## config.mk

```make
export PLATFORM = sky130hd
export DESIGN_NAME = nsfc_core
export DESIGN_NICKNAME = d
export VERILOG_FILES = /design/src/rtl/nsfc_pkg.sv /design/src/rtl/nsfc_core.sv
export SDC_FILE = /design/constraint.sdc
export NUM_CORES = 1
export LEC_CHECK = 0
export BUFFER_PORTS_ARGS = -buffer_cell sky130_fd_sc_hd__buf_4
export CAP_MARGIN = 30
export CORE_ASPECT_RATIO = 1.75
export CORE_UTILIZATION = 30
export DETAILED_ROUTE_END_ITERATION = 10
export PLACE_DENSITY = 0.48
export SYNTH_ARGS = -nofsm -noshare
export SYNTH_HDL_FRONTEND = slang
export SYNTH_SLANG_ARGS = --single-unit
```

## constraint.sdc

```tcl
create_clock -name i_clk -period 2.3 [get_ports i_clk]
set_clock_uncertainty 0.2 [all_clocks]
set_input_delay 0.115 -clock i_clk [delete_from_list [all_inputs] [get_ports i_clk]]
set_output_delay 0.115 -clock i_clk [all_outputs]
set_load 0.05 [all_outputs]
```

## src/rtl/nsfc_pkg.sv

```systemverilog
package nsfc_pkg;

    localparam int LINE_CAPACITY_DEF = 256;

    localparam logic [7:0] CH_DOLLAR = 8'h24;
    localparam logic [7:0] CH_STAR   = 8'h2A;
    localparam logic [7:0] CH_LF     = 8'h0A;
    localparam logic [7:0] CH_CR     = 8'h0D;
    localparam logic [7:0] CH_NUL    = 8'h00;

    localparam logic [15:0] TALK_GP  = "GP";
    localparam logic [15:0] TALK_GN  = "GN";
    localparam logic [23:0] TYPE_GGA = "GGA";
    localparam logic [23:0] TYPE_RMC = "RMC";
    localparam logic [23:0] TYPE_VTG = "VTG";

    localparam logic [1:0] KIND_OTHER = 2'd0;
    localparam logic [1:0] KIND_GGA   = 2'd1;
    localparam logic [1:0] KIND_RMC   = 2'd2;
    localparam logic [1:0] KIND_VTG   = 2'd3;

    localparam logic STAT_CLOSED  = 1'b0;
    localparam logic STAT_OVERLONG = 1'b1;

    typedef struct packed {
        logic       status;
        logic       checksum_ok;
        logic [1:0] kind;
        logic [7:0] computed;
        logic [7:0] stated;
        logic [7:0] length;
    } t_result;

    // {valid, nibble}
    function automatic logic [4:0] hex_decode(input logic [7:0] b);
        logic [4:0] r;
        r = 5'd0;
        if (b >= "0" && b <= "9") begin
            r = {1'b1, 4'(b - 8'h30)};
        end else if (b >= "a" && b <= "f") begin
            r = {1'b1, 4'(b - 8'h57)};
        end else if (b >= "A" && b <= "F") begin
            r = {1'b1, 4'(b - 8'h37)};
        end
        return r;
    endfunction

endpackage

```

## src/rtl/nsfc_core.sv

```systemverilog
module nsfc_core #(
    parameter int LINE_CAPACITY = nsfc_pkg::LINE_CAPACITY_DEF
) (
    input  logic             i_clk,
    input  logic             i_rst_n,
    input  logic             i_go,
    input  logic [7:0]       i_byte,
    output logic             o_res_valid,
    output nsfc_pkg::t_result o_res
);

    localparam int CW = $clog2(LINE_CAPACITY);
    localparam logic [CW-1:0] LAST = CW'(LINE_CAPACITY - 1);

    logic            r_in_sentence, n_in_sentence;
    logic [CW-1:0]   r_char_count, n_char_count;
    logic [7:0]      r_xor, n_xor;
    logic            r_xor_stopped, n_xor_stopped;
    logic            r_star_seen, n_star_seen;
    logic [1:0]      r_after_star, n_after_star;
    logic [7:0]      r_hex_value, n_hex_value;
    logic [1:0]      r_hex_count, n_hex_count;
    logic            r_hex_stopped, n_hex_stopped;
    logic            r_zero_seen, n_zero_seen;
    logic [7:0]      r_hdr [5];
    logic [7:0]      n_hdr [5];

    logic [4:0]      hex_d;
    logic [2:0]      hdr_idx;
    logic            hdr_wr;
    logic [CW+7:0]   len_ext;
    logic            talker_ok;
    logic [23:0]     msg_type;
    logic [1:0]      kind;

    assign hex_d   = nsfc_pkg::hex_decode(i_byte);
    assign hdr_idx = r_char_count[2:0] - 3'd1;
    assign hdr_wr  = (r_char_count >= CW'(1)) && (r_char_count <= CW'(5));
    assign len_ext = {8'd0, r_char_count};

    assign talker_ok = (r_hdr[0] == "G") &&
                       ((r_hdr[1] == nsfc_pkg::TALK_GP[7:0]) ||
                        (r_hdr[1] == nsfc_pkg::TALK_GN[7:0]));
    assign msg_type  = {r_hdr[2], r_hdr[3], r_hdr[4]};

    always_comb begin
        kind = nsfc_pkg::KIND_OTHER;
        if (talker_ok) begin
            if (msg_type == nsfc_pkg::TYPE_GGA) begin
                kind = nsfc_pkg::KIND_GGA;
            end else if (msg_type == nsfc_pkg::TYPE_RMC) begin
                kind = nsfc_pkg::KIND_RMC;
            end else if (msg_type == nsfc_pkg::TYPE_VTG) begin
                kind = nsfc_pkg::KIND_VTG;
            end
        end
    end

    always_comb begin
        n_in_sentence = r_in_sentence;
        n_char_count  = r_char_count;
        n_xor         = r_xor;
        n_xor_stopped = r_xor_stopped;
        n_star_seen   = r_star_seen;
        n_after_star  = r_after_star;
        n_hex_value   = r_hex_value;
        n_hex_count   = r_hex_count;
        n_hex_stopped = r_hex_stopped;
        n_zero_seen   = r_zero_seen;
        n_hdr         = r_hdr;
        o_res_valid   = 1'b0;
        o_res         = '0;

        if (i_go) begin
            if (i_byte == nsfc_pkg::CH_DOLLAR) begin
                // '$' restarts, dropping any open sentence
                n_in_sentence = 1'b1;
                n_char_count  = CW'(1);
                n_xor         = 8'd0;
                n_xor_stopped = 1'b0;
                n_star_seen   = 1'b0;
                n_after_star  = 2'd0;
                n_hex_value   = 8'd0;
                n_hex_count   = 2'd0;
                n_hex_stopped = 1'b0;
                n_zero_seen   = 1'b0;
                n_hdr         = '{default: 8'd0};
            end else if (r_in_sentence) begin
                if (i_byte == nsfc_pkg::CH_LF || r_char_count >= LAST) begin
                    o_res_valid = 1'b1;
                    o_res.length = len_ext[7:0];
                    if (i_byte == nsfc_pkg::CH_LF) begin
                        o_res.status      = nsfc_pkg::STAT_CLOSED;
                        o_res.checksum_ok = r_star_seen && (r_after_star == 2'd2) &&
                                            (r_hex_count != 2'd0) &&
                                            (r_hex_value == r_xor);
                        o_res.kind        = kind;
                        o_res.computed    = r_xor;
                        o_res.stated      = r_hex_value;
                    end else begin
                        o_res.status = nsfc_pkg::STAT_OVERLONG;
                    end
                    n_in_sentence = 1'b0;
                    n_char_count  = '0;
                    n_xor         = 8'd0;
                    n_xor_stopped = 1'b0;
                    n_star_seen   = 1'b0;
                    n_after_star  = 2'd0;
                    n_hex_value   = 8'd0;
                    n_hex_count   = 2'd0;
                    n_hex_stopped = 1'b0;
                    n_zero_seen   = 1'b0;
                    n_hdr         = '{default: 8'd0};
                end else begin
                    n_char_count = r_char_count + CW'(1);
                    if (!r_zero_seen) begin
                        if (i_byte == nsfc_pkg::CH_NUL) begin
                            n_zero_seen = 1'b1;
                        end else begin
                            if (!r_xor_stopped) begin
                                if (i_byte == nsfc_pkg::CH_STAR ||
                                    i_byte == nsfc_pkg::CH_CR) begin
                                    n_xor_stopped = 1'b1;
                                end else begin
                                    n_xor = r_xor ^ i_byte;
                                end
                            end
                            if (hdr_wr) begin
                                n_hdr[hdr_idx] = i_byte;
                            end
                            if (r_star_seen) begin
                                if (r_after_star != 2'd2) begin
                                    n_after_star = r_after_star + 2'd1;
                                end
                                if (!r_hex_stopped && r_hex_count != 2'd2) begin
                                    if (!hex_d[4]) begin
                                        n_hex_stopped = 1'b1;
                                    end else begin
                                        n_hex_value = {r_hex_value[3:0], hex_d[3:0]};
                                        n_hex_count = r_hex_count + 2'd1;
                                    end
                                end
                            end else if (i_byte == nsfc_pkg::CH_STAR) begin
                                n_star_seen = 1'b1;
                            end
                        end
                    end
                end
            end
        end
    end

    always_ff @(posedge i_clk) begin
        if (!i_rst_n) begin
            r_in_sentence <= 1'b0;
            r_char_count  <= '0;
            r_xor         <= 8'd0;
            r_xor_stopped <= 1'b0;
            r_star_seen   <= 1'b0;
            r_after_star  <= 2'd0;
            r_hex_value   <= 8'd0;
            r_hex_count   <= 2'd0;
            r_hex_stopped <= 1'b0;
            r_zero_seen   <= 1'b0;
            r_hdr         <= '{default: 8'd0};
        end else begin
            r_in_sentence <= n_in_sentence;
            r_char_count  <= n_char_count;
            r_xor         <= n_xor;
            r_xor_stopped <= n_xor_stopped;
            r_star_seen   <= n_star_seen;
            r_after_star  <= n_after_star;
            r_hex_value   <= n_hex_value;
            r_hex_count   <= n_hex_count;
            r_hex_stopped <= n_hex_stopped;
            r_zero_seen   <= n_zero_seen;
            r_hdr         <= n_hdr;
        end
    end

endmodule

```

==> results.md, run 1 <==
- Filler cells: ~1300
- Worst path bufs/invs: 2
- Critical Path Source: r_hdr[25]$_SDFFE_PN0P_
- Final setup margin: -0.0874 ns
- Slew Limit Fails: 0
- Tcrit/Tclk final: 104%
- Drt first-iter violations: 120
- Gate power share: 5.1%
- Min Hold Slack: a little over 0.008 ns
- Layout Cells excl Fill: between 600 and 700
- Gpl congestion: slightly above 0.8
- Most common cell after layout, fill and taps aside: buf_4
- Final hold viol count: 0
- Syn nets: 430
- P_int: between 2 and 2.5 mW
- DRC viols: 0
- Max VDD drop: 0.374 mV
- Seq/Total Area, Yosys: about two fifths
- Leak: 2.05 nW
- Commonest cells after routing, fill and taps aside: buf_4 (83), dfxtp_1 (66), o2bb2ai_1 (46)
- Die Area: 13200 µm²
- Final min period: 2.39 ns
- Final core utilization: about 44%
- Pre-antenna DRT Iters: 4
- Clock power share: around 54%
- Cell count after synthesis: between 400 and 500
- Mapped Area: around 3800 µm²
- ANT cells: 0
- Post-synth EDFFs: 0
- CTS H-tree depth: 3
- Tot GR Track Use: between 10% and 20%
- Final net count: ~530
- Net Sw Power: between 0.6 and 0.7 mW
- WS Path Type: reg -> out
- CP max stage delay: between 0.5 and 0.6 ns
- DP Worst Slack: -0.218 ns
- Core Rows: 54
- CP arrival: just over 2 ns
- Failing checks: setup timing
- I/O pins: 40
- Clock-pin slew on the worst setup and hold paths: about 0.060 ns
- Status: complete, but fails checks
- Vias in the first global route: ~3500
- Placed cells: 650
- Cts bufs inserted: 9
- Final Setup Violations: 2
- CTS sink cnt: 73
- Flop pwr share: approximately 40%
- Global-route wire length before repair: 18300 µm
- Largest net degree at the start of global routing: 27
- Setup crit end kind: primary output
- WL/cell: around 17 µm
- Clock latency on the worst-skew pair: between 0.3 and 0.4 ns
- Synth Register Bits: 73
- Yosys warning total: 0
- Cells along the critical path: or4b_4 > a2111oi_4 > buf_4 > nand2_2 > nor3_4 > buf_6
- Starting density of the core: 30.8%
- Sw frac: between 20% and 30%
- Slew @ Worst Pin: approximately 0.53 ns
- Syn avg cell area: ~9.4 µm²
- DIE WIDTH: roughly 90 µm
- Critical path launch point type: flop
- Final setup TNS: -0.161 ns
- Vias after detailed routing: about 3500
- Core area: between 10000 and 15000 µm²
- Crit-path slowest cell: or4b_4
- ANT nets after route: 0
- Achievable Freq: 419 MHz
- Max cap viols: 0
- Reg2reg start: r_char_count[0]$_SDFFE_PN0P_
- Async S/R FF share, synth: 0%
- Port Buffers: 39
- P per Cell Area: between 500 and 600 nW/µm²
- Max FO, Critical Path: 2
- Hold_sp: i_byte[6]
- Area grow syn2layout: 42.1%
- RSZ-0062 raised after global routing: yes
- CP top delay family: simple AND/OR/NAND/NOR gates
- TritonCTS clock tree: yes
- Post-synth top flop: dfxtp_1
- Proportion of layout cells with a drive suffix above 1: between 30% and 40%
- Rel. slew slack: 64.5%
- DRT Wirelength: between 10000 and 15000 µm
- Root Driver: clkbuf_16
- Class of the worst hold path: in -> reg
- DIE HEIGHT: around 150 µm
- Required @ worst endpoint: around 2.0 ns
- DR vias/cell: between 5 and 6
- Grt ovf: 0
- Post-synth cell types: between 60 and 70
- Initial antenna violation count: 0
- Clock Path Buffers: 2
- Dpl hpwl: ~8600 µm
through the flow:
stage / area [µm²] / power, mW
after global routing: 5440 / 3.18
after detailed placement: 4750 / 1.45
after global placement: 4750 / 1.45
final: 5440 / 3.08
after CTS: 5350 / 3.11
after floorplan: 3860 / 1.37
cell families (layout without fill, tap and decap cells):
kind of cell	Yosys count	after routing	synth area share, %
adders and majority gates	11	11	3.60
xor gates and xnor gates	17	17	3.89
muxes	12	12	3.14
and+or+nand+nor	174	174	26.4
DFF	73	73	38.2
AOI/OAI and AO/OA	94	94	21.4
buffers and inverters	27	131	3.33
metal layers:
| layer | wire (µm) | GRT usage, % |
|---|---|---|
| met1 | 4750 | 20.4 |
| met2 | 6380 | 34.4 |
| met3 | 261 | 3.11 |
| met4 | 248 | 7.21 |
| met5 | 0 | 0 |
power groups by stage:
stage	sequential, mW	combinational [mW]	clock, mW
floorplan	1.29	0.0768	0
global placement	1.29	0.154	0
detailed placement	1.29	0.154	0
CTS	1.27	0.159	1.68
global route	1.27	0.171	1.74
finish	1.27	0.158	1.65
Yosys cell counts (all sizes together), types with 2 or more instances:
cell	instances	area share [%]
nor4bb	3	0.78
a31oi	2	0.72
nand3b	2	0.39
clkbuf	8	0.82
a211oi	2	0.39
nor2	22	2.2
nand4	9	1.5
o21ai	7	1.0
buf	9	1.4
o22ai	2	0.69
nor3	11	1.7
a311oi	5	2.0
xnor2	9	2.1
ha	11	3.6
inv	9	0.88
a41oi	2	0.65
or4	4	0.88
nor4	4	1.0
mux2i	12	3.1
dfxtp	73	38
nor3b	3	0.59
xor2	8	1.8
or3	3	0.49
and3	2	0.33
nand3	11	1.4
nand2b	9	1.5
or4b	2	0.52
a21oi	15	2.1
nor4b	6	1.9
or2	3	0.49
o21bai	2	0.69
o32ai	2	0.46
and2	27	4.4
or3b	4	0.92
nand2	45	4.4
o2bb2ai	46	11
final timing paths:
check                                     end  slack [ns]  cells after the start
hold reg to reg   r_hex_count[0]$_SDFFE_PN0P_        0.26                      2
hold / removal          r_xor[6]$_SDFFE_PN0P_       0.008                      4
setup reg to reg     msg_type[4]$_SDFFE_PN0P_        0.11                     10
setup / recovery                    o_res[24]       -0.09                      6
repair_timing:
item | in CTS | in global routing
hold endpoints to repair | 8 | 0
pin swaps | 18 | 10
cloned | 1 | 0
hold buffers | 2 | 0
resized for setup | 43 | 18
buffers inserted | 8 | 4
endpoints found under the setup margin | 51 | 75
flip-flops by register name, summed over array words and instances, names as in the netlist:
register,cells
r_star_seen,1
r_xor,8
r_in_sentence,1
r_hex_count,2
r_after_star,2
r_hdr,16
r_xor_stopped,1
r_char_count,8
r_hex_stopped,1
r_hex_value,8
msg_type,24
r_zero_seen,1
worst min-delay path: stages:
cell and delay (ns):
buf_4 0.14, nand2_1 0.06, a21oi_1 0.05, mux2i_1 0.12
final cells by class:
cell class | count | area, µm² | area share (%)
clock buffers | 9 | 225 | 4.14
multi-input cells | 308 | 2400 | 44.2
flip-flops and latches | 73 | 1470 | 27.0
clock inverters | 7 | 125 | 2.30
inverters | 9 | 33.8 | 0.621
well taps | 168 | 210 | 3.86
repair buffers | 106 | 971 | 17.8
(Power assumes the default switching activity.)
==> run 2, diff against run 1 <==
--- a/config.mk
+++ b/config.mk
@@ -5,7 +5,7 @@
 export SDC_FILE = /design/constraint.sdc
 export NUM_CORES = 1
 export LEC_CHECK = 0
-export BUFFER_PORTS_ARGS = -buffer_cell sky130_fd_sc_hd__buf_4
+export BUFFER_PORTS_ARGS = -buffer_cell sky130_fd_sc_hd__buf_2
 export CAP_MARGIN = 30
 export CORE_ASPECT_RATIO = 1.75
 export CORE_UTILIZATION = 30
==> run 2 against run 1 <==
Hold slack better by 0.087 ns. Non-clock buffer count up 12. Wire length is essentially flat. Maximum frequency is 2.0% higher. Sequential share of layout area shrank 0.50 points. Largest cell class unchanged. Die area did not move. The flow still finishes with violations (setup timing). Cell count grew 1.8%. Critical endpoint is now o_res[25]. Largest power group unchanged. Via count is 0.46% lower. Setup slack better by 0.047 ns.
==> results.md, run 2 (same netlist as run 1, synthesis figures left out) <==
- Status: complete, but fails checks
- Failing checks: setup timing
- Max VDD drop: 0.354 mV (-5.1%)
- CP arrival: 2.03 ns (-0.04 ns)
- Final net count: 541 (+2.3%)
- DR vias/cell: 5.03 (-2.2%)
- Drt first-iter violations: 106 (-12%)
- Slew Limit Fails: 0 (unchanged)
- Filler cells: 1265 (+0.48%)
- DIE HEIGHT: 151 µm (unchanged)
- Max cap viols: 0 (unchanged)
- Vias in the first global route: 3480 (-0.71%)
- P per Cell Area: 549 nW/µm² (-2.9%)
- Core area: 12400 µm² (unchanged)
- Final core utilization: 44.7% (+0.90 points)
- Largest net degree at the start of global routing: 18 (-33%)
- Clock Path Buffers: 2 (unchanged)
- Initial antenna violation count: 0 (unchanged)
- WL/cell: 16.8 µm (-1.7%)
- Max FO, Critical Path: 2 (unchanged)
- Clock-pin slew on the worst setup and hold paths: 0.06 ns (about the same)
- Tcrit/Tclk final: 102% (-2.0 points)
- Root Driver: clkbuf_16
- Setup crit end kind: primary output
- Global-route wire length before repair: 18300 µm (about the same)
- Slew @ Worst Pin: 0.524 ns (-0.00743 ns)
- Proportion of layout cells with a drive suffix above 1: 38.0% (+3.2 points)
- Tot GR Track Use: 18.6% (+0.16 points)
- Commonest cells after routing, fill and taps aside: buf_4 (71), dfxtp_1 (66), nand2_1 (43)
- Flop pwr share: 41.5% (+0.4 points)
- Cells along the critical path: or4b_4 > a2111oi_4 > buf_4 > o2111a_1 > buf_6
- Achievable Freq: 427 MHz (+2.0%)
- Gpl congestion: 0.797 (-2.4%)
- Starting density of the core: 30.8% (unchanged)
- Most common cell after layout, fill and taps aside: buf_4
- ANT nets after route: 0 (unchanged)
- Required @ worst endpoint: 1.99 ns (about the same)
- Net Sw Power: 0.657 mW (-3.1%)
- Core Rows: 54 (unchanged)
- Crit-path slowest cell: or4b_4
- Gate power share: 5.6% (+0.5 points)
- Cts bufs inserted: 9 (unchanged)
- DRT Wirelength: 11600 µm (about the same)
- Final min period: 2.34 ns (-0.0471 ns)
- CTS sink cnt: 73 (unchanged)
- RSZ-0062 raised after global routing: yes
- Worst path bufs/invs: 2 (unchanged)
- CP top delay family: simple AND/OR/NAND/NOR gates
- Leak: 2.10 nW (+2.8%)
- Critical path launch point type: flop
- CP max stage delay: 0.55 ns (about the same)
- CTS H-tree depth: 3 (unchanged)
- Sw frac: 21.6% (-0.48 points)
- DIE WIDTH: 87.4 µm (unchanged)
- Final Setup Violations: 2 (unchanged)
- Class of the worst hold path: in -> reg
- WS Path Type: reg -> out
- Pre-antenna DRT Iters: 4 (unchanged)
- Clock power share: 52.9% (-0.8 points)
- DP Worst Slack: -0.265 ns (-0.0467 ns)
- Vias after detailed routing: 3478 (-0.46%)
- Final hold viol count: 0 (unchanged)
- I/O pins: 40 (unchanged)
- Min Hold Slack: 0.0956 ns (+0.0873 ns)
- Grt ovf: 0 (unchanged)
- Max FFs per register: 24 (unchanged)
- ANT cells: 0 (unchanged)
- Area grow syn2layout: 45.0%
- Rel. slew slack: 65.0% (+0.50 points)
- Port Buffers: 39 (unchanged)
- Final setup TNS: -0.0743 ns (+0.0871 ns)
- Die Area: 13200 µm² (unchanged)
- Dpl hpwl: 8940 µm (+3.9%)
- P_int: 2.39 mW (-0.29%)
- TritonCTS clock tree: yes
- DRC viols: 0 (unchanged)
- Clock latency on the worst-skew pair: 0.33 ns (about the same)
- Final setup margin: -0.0403 ns (+0.0471 ns)
[run 2: power groups by stage]
stage / Clock (mW) / Sequential [mW] / Combinational [mW]
after global routing: 1.71 / 1.26 / 0.182
after global placement: 0 / 1.29 / 0.162
after CTS: 1.64 / 1.27 / 0.166
final: 1.61 / 1.27 / 0.170
after floorplan: 0 / 1.29 / 0.0768
after detailed placement: 0 / 1.29 / 0.163
[run 2: worst paths after layout]
path,start,endpoint,slack [ns],cells past startpoint
max,r_hdr[25]$_SDFFE_PN0P_,o_res[25],-0.04,5
max reg2reg,r_char_count[0]$_SDFFE_PN0P_,msg_type[9]$_SDFFE_PN0P_,0.05,11
min,i_byte[2],msg_type[18]$_SDFFE_PN0P_,0.1,3
min reg2reg,msg_type[10]$_SDFFE_PN0P_,msg_type[10]$_SDFFE_PN0P_,0.26,1
[run 2: per-layer routing]
| layer | up-vias | share of wire [%] | wire (µm) | track usage (%) |
|---|---|---|---|---|
| met2 | 44 | 55 | 6410 | 34.6 |
| met5 | - | 0 | 0 | 0 |
| met1 | 1672 | 40 | 4640 | 20.1 |
| li1 | 1737 | - | - | - |
| met4 | 0 | 3.2 | 372 | 8.28 |
| met3 | 25 | 1.9 | 218 | 3.27 |
[run 2: area by class of cell]
type	instances	area, µm²	share of cell area [%]
Clock buffer	9	225	4.06
Tap cell	168	210	3.79
Sequential cell	73	1470	26.5
Timing Repair Buffer	118	1010	18.1
Clock inverter	7	118	2.12
Inverter	9	33.8	0.609
Multi-Input combinational cell	308	2490	44.8
[run 2: worst min-delay path, cell delays in order]
cell,delay (ns)
buf_2,0.15
nand2_1,0.23
o2bb2ai_2,0.08
[run 2: what timing repair did]
action	in CTS	in global routing
hold endpoints to repair	1	0
endpoints found under the setup margin	75	72
hold buffers	1	0
resized for setup	54	40
gates cloned	1	0
pin swaps	10	16
setup buffers	7	4
[run 2: stage by stage]
| step | area (µm²) | power, mW | cells |
|---|---|---|---|
| after floorplan | 3860 | 1.37 | 408 |
| after global placement | 4730 | 1.46 | 662 |
| after detailed placement | 4740 | 1.46 | 663 |
| after CTS | 5360 | 3.07 | 688 |
| after global routing | 5550 | 3.16 | 692 |
| final | 5550 | 3.05 | 692 |
==> run 3, diff against run 2 <==
--- a/config.mk
+++ b/config.mk
@@ -5,12 +5,12 @@
 export SDC_FILE = /design/constraint.sdc
 export NUM_CORES = 1
 export LEC_CHECK = 0
-export BUFFER_PORTS_ARGS = -buffer_cell sky130_fd_sc_hd__buf_2
 export CAP_MARGIN = 30
 export CORE_ASPECT_RATIO = 1.75
 export CORE_UTILIZATION = 30
 export DETAILED_ROUTE_END_ITERATION = 10
-export PLACE_DENSITY = 0.48
+export DONT_BUFFER_PORTS = 1
+export PLACE_DENSITY = 0.45
 export SYNTH_ARGS = -nofsm -noshare
 export SYNTH_HDL_FRONTEND = slang
 export SYNTH_SLANG_ARGS = --single-unit
==> run 3 against run 2 <==
The run still ends with setup timing left. Non-clock buffer count down 10. Core utilization increased by 2.6 points. Clock power is 17% lower. First-iteration DRC count down 14%. Maximum frequency decreased by 0.18%. Wire length rose by 9.3%. Sequential cell count did not move. Critical path type unchanged. Highest routed layer unchanged.
==> results.md, run 3 (same netlist as run 1, synthesis figures left out) <==
- Crit-path slowest cell: or4b_4
- Final setup margin: -0.0446 ns (-0.00427 ns)
- Pre-antenna DRT Iters: 4 (unchanged)
- Starting density of the core: 30.8% (unchanged)
- Register area: 1470 µm² (unchanged)
- CTS sink cnt: 73 (unchanged)
- Max cap viols: 0 (unchanged)
- DRT Wirelength: 12700 µm (+9.3%)
- Grt ovf: 0 (unchanged)
- Dpl hpwl: 8870 µm (-0.73%)
- CP max stage delay: 0.54 ns (about the same)
- Max FO, Critical Path: 2 (unchanged)
- Post-DP Area: 4930 µm² (+3.9%)
- Final min period: 2.34 ns (+0.00427 ns)
- Clock latency on the worst-skew pair: 0.34 ns (about the same)
- Die Area: 13200 µm² (unchanged)
- Most common cell after layout, fill and taps aside: dfxtp_1
- TritonCTS clock tree: yes
- Area grow syn2layout: 53.4%
- Status: complete, but fails checks
- Placed cells: 641 (-3.3%)
- Final Setup Violations: 2 (unchanged)
- RSZ-0062 raised after global routing: yes
- Cts bufs inserted: 9 (unchanged)
- DIE HEIGHT: 151 µm (unchanged)
- Min Hold Slack: 0.0148 ns (-0.0808 ns)
- CP top delay family: compound AO/OA/AOI/OAI gates
- Critical path launch point type: flop
- Final net count: 531 (-1.8%)
- Class of the worst hold path: in -> reg
- Layout Cells excl Fill: 682 (-1.4%)
- Vias after detailed routing: 3543 (+1.9%)
- Final setup TNS: -0.0767 ns (-0.00239 ns)
- Rel. slew slack: 42.9% (-22 points)
- Core area: 12400 µm² (unchanged)
- Max FFs per register: 24 (unchanged)
- ANT nets after route: 0 (unchanged)
- Tcrit/Tclk final: 102% (+0.19 points)
- ANT cells: 0 (unchanged)
- Footprint of the multi-input gates: 2630 µm² (+5.8%)
- Achievable Freq: 427 MHz (-0.18%)
- Failing checks: setup timing
- WL/cell: 18.6 µm (+11%)
- Clock-pin slew on the worst setup and hold paths: 0.06 ns (about the same)
- Tot GR Track Use: 19.7% (+1.1 points)
- Global-route wire length before repair: 19300 µm (+5.7%)
- DIE WIDTH: 87.4 µm (unchanged)
- Vias in the first global route: 3623 (+4.1%)
- Slew Limit Fails: 0 (unchanged)
- CP arrival: 2.03 ns (about the same)
- P per Cell Area: 471 nW/µm² (-14%)
- Max VDD drop: 0.308 mV (-13%)
- DRC viols: 0 (unchanged)
- Setup crit end kind: primary output
- Port Buffers: 0 (-100%)
- Drt first-iter violations: 91 (-14%)
- Slew @ Worst Pin: 0.857 ns (+0.333 ns)
- Core Rows: 54 (unchanged)
- WS Path Type: reg -> out
- Gpl congestion: 0.835 (+4.7%)
- Cells along the critical path: or4b_4 > a2111oi_4 > o2111a_1 > buf_12
- Initial antenna violation count: 0 (unchanged)
- Proportion of layout cells with a drive suffix above 1: 39.9% (+1.9 points)
- Filler cells: 1194 (-5.6%)
- Clock Path Buffers: 2 (unchanged)
- Worst path bufs/invs: 1 (-1)
- Largest net degree at the start of global routing: 20 (+2)
- Total power: 2.77 mW (-9.2%)
- CTS H-tree depth: 3 (unchanged)
- Commonest cells after routing, fill and taps aside: dfxtp_1 (64), buf_4 (51), nand2_1 (43)
- Finished Cell Area: 5870 µm² (+5.8%)
- Final hold viol count: 0 (unchanged)
- Root Driver: clkbuf_16
- I/O pins: 40 (unchanged)
- Required @ worst endpoint: 1.99 ns (about the same)
- DR vias/cell: 5.20 (+3.4%)
- Leak: 2.11 nW (about the same)
## run 3: cell types whose count changed in the layout (fill, tap and decap cells not counted), sizes merged
cell / change
buf: -25
bufinv: -3
clkinv: -3
clkinvlp: +3
dlygate4sd3: +14
dlymetal6s4s: +1
inv: +3
## run 3: report_power, final
| part | internal, mW | leakage (nW) | switching (mW) |
|---|---|---|---|
| registers | 1.26 | 0.592 | 0.00113 |
| clock network | 0.745 | 0.129 | 0.600 |
| logic | 0.0582 | 1.38 | 0.0989 |
## run 3: timing repair
action,in CTS,in global routing
pin swaps,18,42
setup endpoints to repair,20,83
buffers inserted,6,4
resized for setup,27,63
hold buffers,16,0
gates cloned,1,1
hold endpoints to repair,69,0
## run 3: final cells by class
cell class / instances / area share (%)
multi-input combinational: 308 / 44.8
sequential: 73 / 25.1
timing repair buffer: 108 / 21.2
clock inverter: 7 / 0.980
clock buffer: 9 / 3.83
inverter: 9 / 0.575
tap: 168 / 3.58
## run 3: routing by layer
metal | track usage [%] | up-vias | share of wire, %
li1 | - | 1723 | -
met1 | 21.9 | 1728 | 39
met2 | 35.2 | 69 | 55
met3 | 3.98 | 23 | 3.4
met4 | 9.51 | 0 | 2.7
met5 | 0 | - | 0
## run 3: per-stage QoR
| step | setup WS, ns | utilization, % |
|---|---|---|
| 2_1_floorplan | -0.262 | - |
| 3_3_place_gp | -0.424 | 39.5 |
| 3_5_place_dp | -0.120 | 39.6 |
| 4_1_cts | -0.104 | 44.3 |
| 5_1_grt | -0.134 | 47.2 |
| 6_report | -0.0446 | 47.2 |
## run 3: worst reg2reg max path, delay by kind of cell, from the launching register on
family / cells / cell delay (ns)
AND/OR/NAND/NOR: 2 / 0.92
buffers and inverters: 3 / 0.50
flip-flops: 1 / 0.32
AO/OA/AOI/OAI: 2 / 0.23
## run 3: path summary, 6_finish.rpt
kind | depth (start not counted) | endpoint | startpoint | slack (ns)
worst min register to register | 1 | msg_type[22]$_SDFFE_PN0P_ | msg_type[22]$_SDFFE_PN0P_ | 0.26
worst max-delay path | 4 | o_res[25] | r_hdr[25]$_SDFFE_PN0P_ | -0.04
worst max register to register | 7 | r_hdr[36]$_SDFFE_PN0P_ | r_char_count[6]$_SDFFE_PN0P_ | 0.02
worst min-delay path | 3 | r_hex_value[4]$_SDFFE_PN0P_ | i_rst_n | 0.01
